--- src/rtl/lrc_pkg.sv ---
// Package for the LRU replacement cache unit: sizes, controller state type,
// command and status structs, capacity clamp function.
// No dependencies.
package lrc_pkg;

  localparam int CAPACITY = 16;
  localparam int ID_BITS  = 16;
  localparam int CFG_W    = 5;
  localparam int CNT_W    = 32;
  localparam int CAP_W    = $clog2(CAPACITY + 1);
  localparam int IDX_W    = (CAPACITY > 1) ? $clog2(CAPACITY) : 1;

  localparam logic [CFG_W-1:0] CAP_RESET = CFG_W'(16);
  localparam logic [CNT_W-1:0] CNT_MAX   = {CNT_W{1'b1}};

  typedef enum logic [0:0] {
    ST_IDLE,
    ST_UPDATE
  } state_t;

  typedef struct packed {
    logic capture;
    logic update;
  } cmd_t;

  typedef struct packed {
    logic out_free;
  } status_t;

  function automatic logic [CAP_W-1:0] eff_cap(input logic [CFG_W-1:0] c);
    logic [CAP_W-1:0] r;
    if (c == '0) begin
      r = CAP_W'(1);
    end else if (int'(c) > CAPACITY) begin
      r = CAP_W'(CAPACITY);
    end else begin
      r = CAP_W'(c);
    end
    return r;
  endfunction

endpackage

--- src/rtl/lrc_if.sv ---
// Channel interfaces for the LRU replacement cache unit: access input and
// result output, valid/ready handshake. Depends on lrc_pkg.
interface lrc_in_if;
  import lrc_pkg::*;
  logic               valid;
  logic               ready;
  logic [ID_BITS-1:0] access_id;
  logic               start_trace;
  logic               final_access;

  modport source (output valid, output access_id, output start_trace,
                  output final_access, input ready);
  modport sink   (input valid, input access_id, input start_trace,
                  input final_access, output ready);
endinterface

interface lrc_out_if;
  import lrc_pkg::*;
  logic               valid;
  logic               ready;
  logic               hit;
  logic               evict_valid;
  logic [ID_BITS-1:0] evicted_id;
  logic [CNT_W-1:0]   miss_total;
  logic               trace_done;

  modport source (output valid, output hit, output evict_valid, output evicted_id,
                  output miss_total, output trace_done, input ready);
  modport sink   (input valid, input hit, input evict_valid, input evicted_id,
                  input miss_total, input trace_done, output ready);
endinterface

--- src/rtl/lru_replacement_cache_unit.sv ---
// LRU replacement cache unit: fully associative, recency-ordered tag lines.
// An accepted transaction is captured, then updated into the result register (valid).
// The capture/update sequencer around the single tag compare-and-shift step takes no
// new transaction until that update; a waiting result holds the captured transaction
// in update, and input stalls until the result is taken.
// Reset: synchronous, active low; lines empty, miss count zero, capacity 16.
// Depends on lrc_pkg, lrc_if, lrc_ctrl, lrc_dp.
module lru_replacement_cache_unit (
  input  logic                      clk,
  input  logic                      rst_n,
  lrc_in_if.sink                    in_ch,
  lrc_out_if.source                 out_ch,
  input  logic                      cfg_we,
  input  logic [lrc_pkg::CFG_W-1:0] cfg_wdata
);
  import lrc_pkg::*;

  cmd_t    cmd;
  status_t status;
  logic    in_ready;

  assign in_ch.ready = in_ready;

  lrc_ctrl u_ctrl (
    .clk      (clk),
    .rst_n    (rst_n),
    .in_valid (in_ch.valid),
    .in_ready (in_ready),
    .status   (status),
    .cmd      (cmd)
  );

  lrc_dp u_dp (
    .clk          (clk),
    .rst_n        (rst_n),
    .cmd          (cmd),
    .status       (status),
    .cfg_we       (cfg_we),
    .cfg_wdata    (cfg_wdata),
    .access_id    (in_ch.access_id),
    .start_trace  (in_ch.start_trace),
    .final_access (in_ch.final_access),
    .out_ready    (out_ch.ready),
    .out_valid    (out_ch.valid),
    .hit          (out_ch.hit),
    .evict_valid  (out_ch.evict_valid),
    .evicted_id   (out_ch.evicted_id),
    .miss_total   (out_ch.miss_total),
    .trace_done   (out_ch.trace_done)
  );

endmodule

--- src/rtl/lrc_ctrl.sv ---
// Controller for the LRU replacement cache unit: capture/update sequencer.
// Depends on lrc_pkg.
module lrc_ctrl (
  input  logic             clk,
  input  logic             rst_n,
  input  logic             in_valid,
  output logic             in_ready,
  input  lrc_pkg::status_t status,
  output lrc_pkg::cmd_t    cmd
);
  import lrc_pkg::*;

  state_t state_r;
  state_t state_nxt;

  always_ff @(posedge clk) begin
    if (!rst_n) begin
      state_r <= ST_IDLE;
    end else begin
      state_r <= state_nxt;
    end
  end

  always_comb begin
    state_nxt   = state_r;
    in_ready    = 1'b0;
    cmd.capture = 1'b0;
    cmd.update  = 1'b0;
    case (state_r)
      ST_IDLE: begin
        in_ready = 1'b1;
        if (in_valid) begin
          cmd.capture = 1'b1;
          state_nxt   = ST_UPDATE;
        end
      end
      ST_UPDATE: begin
        if (status.out_free) begin
          cmd.update = 1'b1;
          state_nxt  = ST_IDLE;
        end
      end
      default: begin
        state_nxt = ST_IDLE;
      end
    endcase
  end

endmodule

--- src/rtl/lrc_dp.sv ---
// Datapath for the LRU replacement cache unit: recency-ordered tag registers,
// parallel compare, shift update, counters and result register. Depends on lrc_pkg.
module lrc_dp (
  input  logic                          clk,
  input  logic                          rst_n,
  input  lrc_pkg::cmd_t                 cmd,
  output lrc_pkg::status_t              status,
  input  logic                          cfg_we,
  input  logic [lrc_pkg::CFG_W-1:0]     cfg_wdata,
  input  logic [lrc_pkg::ID_BITS-1:0]   access_id,
  input  logic                          start_trace,
  input  logic                          final_access,
  input  logic                          out_ready,
  output logic                          out_valid,
  output logic                          hit,
  output logic                          evict_valid,
  output logic [lrc_pkg::ID_BITS-1:0]   evicted_id,
  output logic [lrc_pkg::CNT_W-1:0]     miss_total,
  output logic                          trace_done
);
  import lrc_pkg::*;

  logic [CFG_W-1:0]   cap_cfg_r;
  logic [ID_BITS-1:0] tags_r [CAPACITY];
  logic [ID_BITS-1:0] tags_nxt [CAPACITY];
  logic [CAP_W-1:0]   occ_r;
  logic [CAP_W-1:0]   occ_nxt;
  logic [CNT_W-1:0]   miss_r;
  logic [CNT_W-1:0]   miss_nxt;

  logic [ID_BITS-1:0] req_id_r;
  logic               req_start_r;
  logic               req_final_r;

  logic               out_full_r;
  logic               hit_r;
  logic               evict_r;
  logic [ID_BITS-1:0] evicted_r;
  logic [CNT_W-1:0]   miss_out_r;
  logic               done_r;

  logic [CAP_W-1:0]   cap;
  logic [CAP_W-1:0]   occ_base;
  logic [CNT_W-1:0]   miss_base;
  logic [CAPACITY-1:0] match;
  logic               hit_c;
  logic               evict_c;
  logic [IDX_W-1:0]   found;
  logic [CAP_W-1:0]   shift_pos;
  logic [CAP_W-1:0]   write_pos;

  assign status.out_free = !out_full_r || out_ready;

  always_comb begin
    cap       = eff_cap(cap_cfg_r);
    occ_base  = req_start_r ? '0 : occ_r;
    miss_base = req_start_r ? '0 : miss_r;
    for (int k = 0; k < CAPACITY; k++) begin
      match[k] = (CAP_W'(k) < occ_base) && (tags_r[k] == req_id_r);
    end
    hit_c = |match;
    found = '0;
    for (int k = CAPACITY - 1; k >= 0; k--) begin
      if (match[k]) begin
        found = IDX_W'(k);
      end
    end
    evict_c = !hit_c && (occ_base >= cap);
    if (hit_c) begin
      shift_pos = CAP_W'(found);
    end else if (evict_c) begin
      shift_pos = '0;
    end else begin
      shift_pos = occ_base;
    end
    write_pos = (hit_c || evict_c) ? occ_base - CAP_W'(1) : occ_base;
    occ_nxt   = (hit_c || evict_c) ? occ_base : occ_base + CAP_W'(1);
    if (hit_c || miss_base == CNT_MAX) begin
      miss_nxt = miss_base;
    end else begin
      miss_nxt = miss_base + CNT_W'(1);
    end
    for (int k = 0; k < CAPACITY; k++) begin
      if (CAP_W'(k) < shift_pos) begin
        tags_nxt[k] = tags_r[k];
      end else if (CAP_W'(k) < write_pos) begin
        tags_nxt[k] = tags_r[(k + 1 < CAPACITY) ? k + 1 : k];
      end else if (CAP_W'(k) == write_pos) begin
        tags_nxt[k] = req_id_r;
      end else begin
        tags_nxt[k] = tags_r[k];
      end
    end
  end

  always_ff @(posedge clk) begin
    if (!rst_n) begin
      cap_cfg_r  <= CAP_RESET;
      occ_r      <= '0;
      miss_r     <= '0;
      out_full_r <= 1'b0;
    end else begin
      if (cfg_we) begin
        cap_cfg_r <= cfg_wdata;
      end
      if (cmd.update) begin
        occ_r      <= occ_nxt;
        miss_r     <= miss_nxt;
        out_full_r <= 1'b1;
      end else if (out_ready) begin
        out_full_r <= 1'b0;
      end
    end
  end

  always_ff @(posedge clk) begin
    if (cmd.capture) begin
      req_id_r    <= access_id;
      req_start_r <= start_trace;
      req_final_r <= final_access;
    end
    if (cmd.update) begin
      tags_r     <= tags_nxt;
      hit_r      <= hit_c;
      evict_r    <= evict_c;
      evicted_r  <= evict_c ? tags_r[0] : '0;
      miss_out_r <= miss_nxt;
      done_r     <= req_final_r;
    end
  end

  assign out_valid   = out_full_r;
  assign hit         = hit_r;
  assign evict_valid = evict_r;
  assign evicted_id  = evicted_r;
  assign miss_total  = miss_out_r;
  assign trace_done  = done_r;

endmodule

--- src/flat_wrapper.sv ---
// flat-port wrapper written by rule: the top's interface ports become plain ports
module lru_replacement_cache_unit_flat import lrc_pkg::*;
  (clk, rst_n, cfg_we, cfg_wdata, in_ch_valid, in_ch_access_id, in_ch_start_trace, in_ch_final_access, in_ch_ready, out_ch_valid, out_ch_hit, out_ch_evict_valid, out_ch_evicted_id, out_ch_miss_total, out_ch_trace_done, out_ch_ready);
  lrc_in_if in_ch_i ();
  lrc_out_if out_ch_i ();
  input  logic clk;
  input  logic rst_n;
  input  logic cfg_we;
  input  logic [lrc_pkg::CFG_W-1:0] cfg_wdata;
  input wire logic [$bits(in_ch_i.valid)-1:0] in_ch_valid;
  input wire logic [$bits(in_ch_i.access_id)-1:0] in_ch_access_id;
  input wire logic [$bits(in_ch_i.start_trace)-1:0] in_ch_start_trace;
  input wire logic [$bits(in_ch_i.final_access)-1:0] in_ch_final_access;
  output wire logic [$bits(in_ch_i.ready)-1:0] in_ch_ready;
  output wire logic [$bits(out_ch_i.valid)-1:0] out_ch_valid;
  output wire logic [$bits(out_ch_i.hit)-1:0] out_ch_hit;
  output wire logic [$bits(out_ch_i.evict_valid)-1:0] out_ch_evict_valid;
  output wire logic [$bits(out_ch_i.evicted_id)-1:0] out_ch_evicted_id;
  output wire logic [$bits(out_ch_i.miss_total)-1:0] out_ch_miss_total;
  output wire logic [$bits(out_ch_i.trace_done)-1:0] out_ch_trace_done;
  input wire logic [$bits(out_ch_i.ready)-1:0] out_ch_ready;
  assign in_ch_i.valid = in_ch_valid;
  assign in_ch_i.access_id = in_ch_access_id;
  assign in_ch_i.start_trace = in_ch_start_trace;
  assign in_ch_i.final_access = in_ch_final_access;
  assign in_ch_ready = in_ch_i.ready;
  assign out_ch_valid = out_ch_i.valid;
  assign out_ch_hit = out_ch_i.hit;
  assign out_ch_evict_valid = out_ch_i.evict_valid;
  assign out_ch_evicted_id = out_ch_i.evicted_id;
  assign out_ch_miss_total = out_ch_i.miss_total;
  assign out_ch_trace_done = out_ch_i.trace_done;
  assign out_ch_i.ready = out_ch_ready;
  lru_replacement_cache_unit u_core (.clk(clk), .rst_n(rst_n), .in_ch(in_ch_i), .out_ch(out_ch_i), .cfg_we(cfg_we), .cfg_wdata(cfg_wdata));
endmodule
--- config.mk ---
export PLATFORM = sky130hd
export DESIGN_NAME = lru_replacement_cache_unit_flat
export DESIGN_NICKNAME = d
export VERILOG_FILES = /design/src/rtl/lrc_pkg.sv /design/src/rtl/lrc_if.sv /design/src/rtl/lru_replacement_cache_unit.sv /design/src/rtl/lrc_ctrl.sv /design/src/rtl/lrc_dp.sv /design/src/flat_wrapper.sv
export SDC_FILE = /design/constraint.sdc
export NUM_CORES = 1
export LEC_CHECK = 0
export BUFFER_PORTS_ARGS = -buffer_cell sky130_fd_sc_hd__buf_2
export CORE_ASPECT_RATIO = 0.6
export CORE_UTILIZATION = 65
export DETAILED_ROUTE_END_ITERATION = 16
export PLACE_DENSITY = 0.83
export SLEW_MARGIN = 10
export SYNTH_ARGS = -nofsm -noshare
export SYNTH_HDL_FRONTEND = slang
export SYNTH_SLANG_ARGS = --single-unit
--- constraint.sdc ---
create_clock -name clk -period 9.8 [get_ports clk]
set_input_delay 1.96 -clock clk [delete_from_list [all_inputs] [get_ports clk]]
set_output_delay 1.96 -clock clk [all_outputs]
set_load 0.005 [all_outputs]
### Word level (Yosys, flattened, before mapping)

Cells that the tools add are included.

* bits in registers: 369
* latch bits: 0
* memory bits (writable): 0
* ROM bits: 0
* input port bits: 28
* logic and storage cells: 253
* memories: 0

* add/sub/neg operators: 3
* multiply operators: 0
* div/mod/pow operators: 0
* order comparisons: 50
* equality and inequality tests: 32
* shift-type cells: 0
* muxes and demuxes: 64
* bitwise gates (word level): 18
* reductions and logical operators: 57

Operators with widths (count)
* 16-bit 2-to-1 mux: 30
* 16-bit == test: 16
* 4-bit by 5-bit less-than comparator with 1-bit output (first input constant): 24
* 32-bit 2-to-1 mux: 2
* 4-bit 2-to-1 mux: 16
* 3-bit by 5-bit less-than comparator with 1-bit output (first input constant): 12
* 3-bit AND reduction: 15
* 4-bit by 5-bit == test with 1-bit output (first input constant): 8
* 5-bit 2-to-1 mux: 7
* 32-bit by 1-bit adder with 32-bit output (second input constant): 1
* 32-bit == test (second input constant): 1
* 2-bit nonzero test: 16
* 1-bit by 5-bit less-than comparator with 1-bit output (first input constant): 6
* 2-bit by 5-bit less-than comparator with 1-bit output (first input constant): 6
* 3-bit by 5-bit == test with 1-bit output (first input constant): 4
* 1-bit NOT: 18
* 1-bit logical AND: 17
* 16-bit OR reduction: 1
* 2-bit by 5-bit == test with 1-bit output (first input constant): 2
* 5-bit logical NOT: 2
* 1-bit 2-to-1 mux: 8
* 5-bit by 1-bit adder with 5-bit output (second input constant): 1
* 1-bit by 5-bit == test with 1-bit output (first input constant): 1
* 5-bit greater-or-equal comparator: 1
* other kinds (6): 9

### Depth between registers and ports, before layout

* word-level depth: 23
* depth in mapped cells: 19
* gate-level depth less buffers: 14

### Modules after synthesis

From an unflattened synthesis, not the netlist that was laid out.

* cells, all modules: 1680
* area, all modules: 20847.5 um^2

Modules (own cells, without submodules)
* lrc_dp: instances 1, cells each 1674, area each 20797.4 um^2, sequential area each 10620.2 um^2
* lrc_ctrl: instances 1, cells each 6, area each 50.0 um^2, sequential area each 20.0 um^2

### Least setup slack after synthesis

Ideal clock, no wire load.

* path kind: register to register
* start: register u_core.u_dp.req_start_r
* end: register u_core.u_dp.tags_r[16] (netlist name) (enable)
* arrival time: 6.065 ns
* slack: 3.257 ns
* stages on the path, launching flop included: 18
* buffers on the path: 6
* cell sequence: edfxtp_1 buf_2 buf_1 nor2b_1 clkbuf_1 inv_1 ha_1 nand2b_1 a21o_1 a21boi_0 o221ai_1 a21oi_1 a21oi_1 a21o_1 buf_6 buf_2 buf_2 a2111oi_0

* word-level cells in the longest chain between the ends: 23

Ends and longest elaborated chain
* from (decl): RTL line lrc_dp.sv:32 `logic req_start_r;`
* from (signal assigned): RTL line lrc_dp.sv:119 `req_start_r <= start_trace;`
* 5-bit 2-to-1 mux *: RTL line lrc_dp.sv:56 `occ_base = req_start_r ? '0 : occ_r;`
* 4-bit by 5-bit less-than comparator with 1-bit output: RTL line lrc_dp.sv:59 `match[k] = (CAP_W'(k) < occ_base) && (tags_r[k] == req_id_r);`
* 1-bit logical AND: RTL line lrc_dp.sv:59
* 4-bit 2-to-1 mux (16 in a row): RTL line lrc_dp.sv:64 `if (match[k]) begin`
* 5-bit 2-to-1 mux: RTL line lrc_dp.sv:69 `if (hit_c) begin`
* 4-bit by 5-bit less-than comparator with 1-bit output: RTL line lrc_dp.sv:84 `if (CAP_W'(k) < shift_pos) begin`
* 1-bit NOT (no source line)
* 3-bit AND reduction (no source line) *
* to (signal assigned): RTL line lrc_dp.sv:123 `tags_r <= tags_nxt;`
* to (decl): RTL line lrc_dp.sv:24 `logic [ID_BITS-1:0] tags_r [CAPACITY];`

Every way passes the cells marked *; elsewhere a longest branch is shown, timed or not.
A chain may end at the register's enable or synchronous reset.

### Worst setup path after layout

* start: register u_core.u_dp.req_start_r
* end: register u_core.u_dp.tags_r[166] (netlist name) (enable)

* word-level cells in the longest chain between the ends: 23

Ends and longest elaborated chain (RTL line)
* 5-bit 2-to-1 mux *: lrc_dp.sv:56
* 4-bit by 5-bit less-than comparator with 1-bit output: lrc_dp.sv:59
* 1-bit logical AND: lrc_dp.sv:59
* 4-bit 2-to-1 mux (16 in a row): lrc_dp.sv:64
* 5-bit 2-to-1 mux: lrc_dp.sv:69
* 3-bit by 5-bit less-than comparator with 1-bit output: lrc_dp.sv:84
* 1-bit NOT (no source line)
* 3-bit AND reduction (no source line) *

Marked as above.

==> impl_metrics.ini <==
[pwr]
power_frac_clock_pct = 38.8
p_seq_share_pct = 48.9
power_density_nw_per_um2 = 166
p_int_mw = 2.80
p_leak_nw = 7.46
power_mw = 3.71
peakVddDrop_v = 0.000111
comb_power_share_pct = 12.3
switchingPower_uw = 906
netSwitchingFraction_pct = 24.5

[cts]
post_cts_resized = 0
clk_pin_slew_ns = 0.07
cts_num_sinks = 369
cts_tree = built
postCtsHoldBufs = 0
clock_path_buffers = 3
htree_levels = 2
cts_root_buffer = clkbuf_16
clk_latency_ns = 0.54
cts_made_buffers = 36
post_cts_buffers = 0

[floorplan]
start_util_pct = 66.0
die_w_microns = 232
rows = 50
die_area_sq_um = 32400
die_height_microns = 140
core_sq_um = 31200
io_pins = 81

[yosys]
synthTopCellsByArea = edfxtp_1, mux2_2, xnor2_1, xor2_1, dfxtp_1
yosysTopAreaCell = edfxtp_1
synthCells = 1691
async_flop_share_pct = 0
ys_types = 86
synth-seq-area-share_pct = 51.8
synthFlopType = edfxtp_1
syn_nets = 1726
netlist_area_sq_um = 20600
synth_edf_count = 325
ys_warn_count = 0
netlist.area_leader.share_pct = 47.5
avgSynthCellArea_sq_um = 12.2
ys_ff_latch = 369

[worst_setup_path]
cp_top_family = simple AND/OR/NAND/NOR gates
critical-path-max-stage-delay_ns = 1.02
critPathSlowestCell = nor3b_2
start_kind = register
arrival_ns = 7.15
cp.depth = 13
cp_num_buf_inv = 4
cp-end-kind = register
rr_worst_depth = 13
critPathKind = reg2reg
crit_chain = buf_12 -> inv_1 -> buf_4 -> nand2_1 -> clkinv_1 -> a41oi_1 -> or4_1 -> nand4b_1 -> nor4_4 -> a21oi_1 -> a21o_1 -> a21oi_2 -> nor3b_2
crit_fanout = 68
cp.required_ns = 9.95

[sta]
rsz0062_at_grt = no
period_share_pct = 71.4
worstMarginPinSlew_ns = 1.25
skew_ns = 0.0152
hold_viol = 0
finalMaxSlewViolations = 0
setup_tns_ns = 0
setup-violations-final = 0
slew_headroom_pct = 16.3
max_freq_mhz = 143
fin_crit_ns = 7.00
holdWs_ns = 0.453

[final_layout]
antenna_cells = 0
drive_gt1_share_pct = 25.8
finalCoreUtilization_pct = 71.7
nets = 1744
areaGrowthSynthToFinish_pct = 8.61
postLayoutCellArea_sq_um = 22300

[global_routing]
antenna_found_initial = 0
grt_max_degree = 69
track_usage_pct = 33.1
grt-ovfl-total = 0
first_global_vias = 13700
grt_pass1_wl_mm = 81.5

[placement]
gp_congestion = 0.965
postPlaceCellArea_sq_um = 21100
place_hpwl_mm = 35.7
io_buffers = 80

[run_status]
status = finished clean

[routing]
routed_wl_mm = 53.2
drt_iter0_markers = 1866
drt-vias-per-instance = 6.61
ant_nets = 0
detailroute.via_count = 14200
drt_first_pass_iters = 5
post_drt_wl_per_cell_microns = 24.7
drc = 0

[job]
max-cap-violations = 0

[min_path]
hold_depth = 0
min_path_type = reg2reg
[synthesized netlist by cell type (all sizes together) (35+ instances only)]
library cell and n:
clkbuf 52, edfxtp 325, nand3 35, nor4 47
xor2 115, buf 80, xnor2 174, dfxtp 44
a21oi 52, nand4 52, nor2 79, nand2 82
mux2 242
[metrics by stage]
step                cells  setup WS [ns]
finish               2153           2.80
global route         2153           2.47
CTS                  2153           2.98
detailed placement   2087           3.08
global placement     2087           3.34
floorplan            1691           3.26
[layout make-up]
type / count / area [sq um]
clock inverter: 18 / 173
inverter: 18 / 67.6
tap: 416 / 520
fill: 2081 / 8830
multi-input combinational: 1172 / 9240
sequential: 369 / 10600
timing repair buffer: 112 / 653
clock buffer: 48 / 1040
[routing by layer]
| metal | part of all wire [%] | track usage [%] | vias to the layer above |
|---|---|---|---|
| met2 | 44 | 48.2 | 821 |
| met1 | 44 | 49.8 | 7033 |
| met3 | 11 | 7.99 | 103 |
| met4 | 1.8 | 7.72 | 0 |
| li1 | - | - | 6283 |
| met5 | 0 | 0 | - |
[placed cells by master, fill, tap and decap left out, drive strengths merged, types with 8 or more instances in the layout]
cell type  Yosys  final
a21o           8      8
nand3         35     35
a21oi         52     52
nor2b         17     17
nand2         82     82
nor4          47     47
nand4b         9      9
nor2          79     79
dfxtp         44     44
buf           80    112
mux2         242    242
or3           18     18
nor3          30     30
clkinv         1     11
a31oi         13     13
xnor2        174    174
inv           17     21
o21ai         34     34
or4           14     14
mux2i          8      8
clkbuf        52     48
and3          28     28
nor3b         11     11
nand4         52     52
edfxtp       325    325
xor2         115    115
[state kept, by name, summed over array words and instances (netlist names), 5 cells and up]
signal                  flops
u_core.u_dp.miss_total     32
u_core.u_dp.evicted_id     16
u_core.u_dp.req_id_r       16
u_core.u_dp.occ_r           5
u_core.u_dp.cap_cfg_r       5
u_core.u_dp.tags_r        256
u_core.u_dp.miss_r         32
[power by group through the flow]
| stage | Combinational (mW) | Sequential, mW | Clock (mW) |
|---|---|---|---|
| global placement | 0.429 | 1.84 | 0 |
| global route | 0.485 | 1.81 | 1.50 |
| detailed placement | 0.442 | 1.84 | 0 |
| CTS | 0.447 | 1.81 | 1.44 |
| finish | 0.456 | 1.81 | 1.44 |
| floorplan | 0.341 | 1.83 | 0 |
[worst paths after layout]
check / start / end / slack (ns)
setup / recovery: u_core.u_dp.req_start_r / u_core.u_dp.tags_r[166] / 2.80
hold reg to reg: u_core.u_dp.req_final_r / u_core.u_dp.trace_done / 0.45
setup reg to reg: u_core.u_dp.req_start_r / u_core.u_dp.tags_r[166] / 2.80
hold / removal: u_core.u_dp.req_final_r / u_core.u_dp.trace_done / 0.45
[cell families after synthesis]
logic type / synth area share [%]
AO/OA/AOI/OAI: 5.28
XOR/XNOR: 12.3
adder cells (fa/ha/maj): 0.426
buffers and inverters: 3.71
flip-flops: 51.8
multiplexers: 13.8
AND/OR/NAND/NOR: 12.7
(Power assumes the default switching activity.)
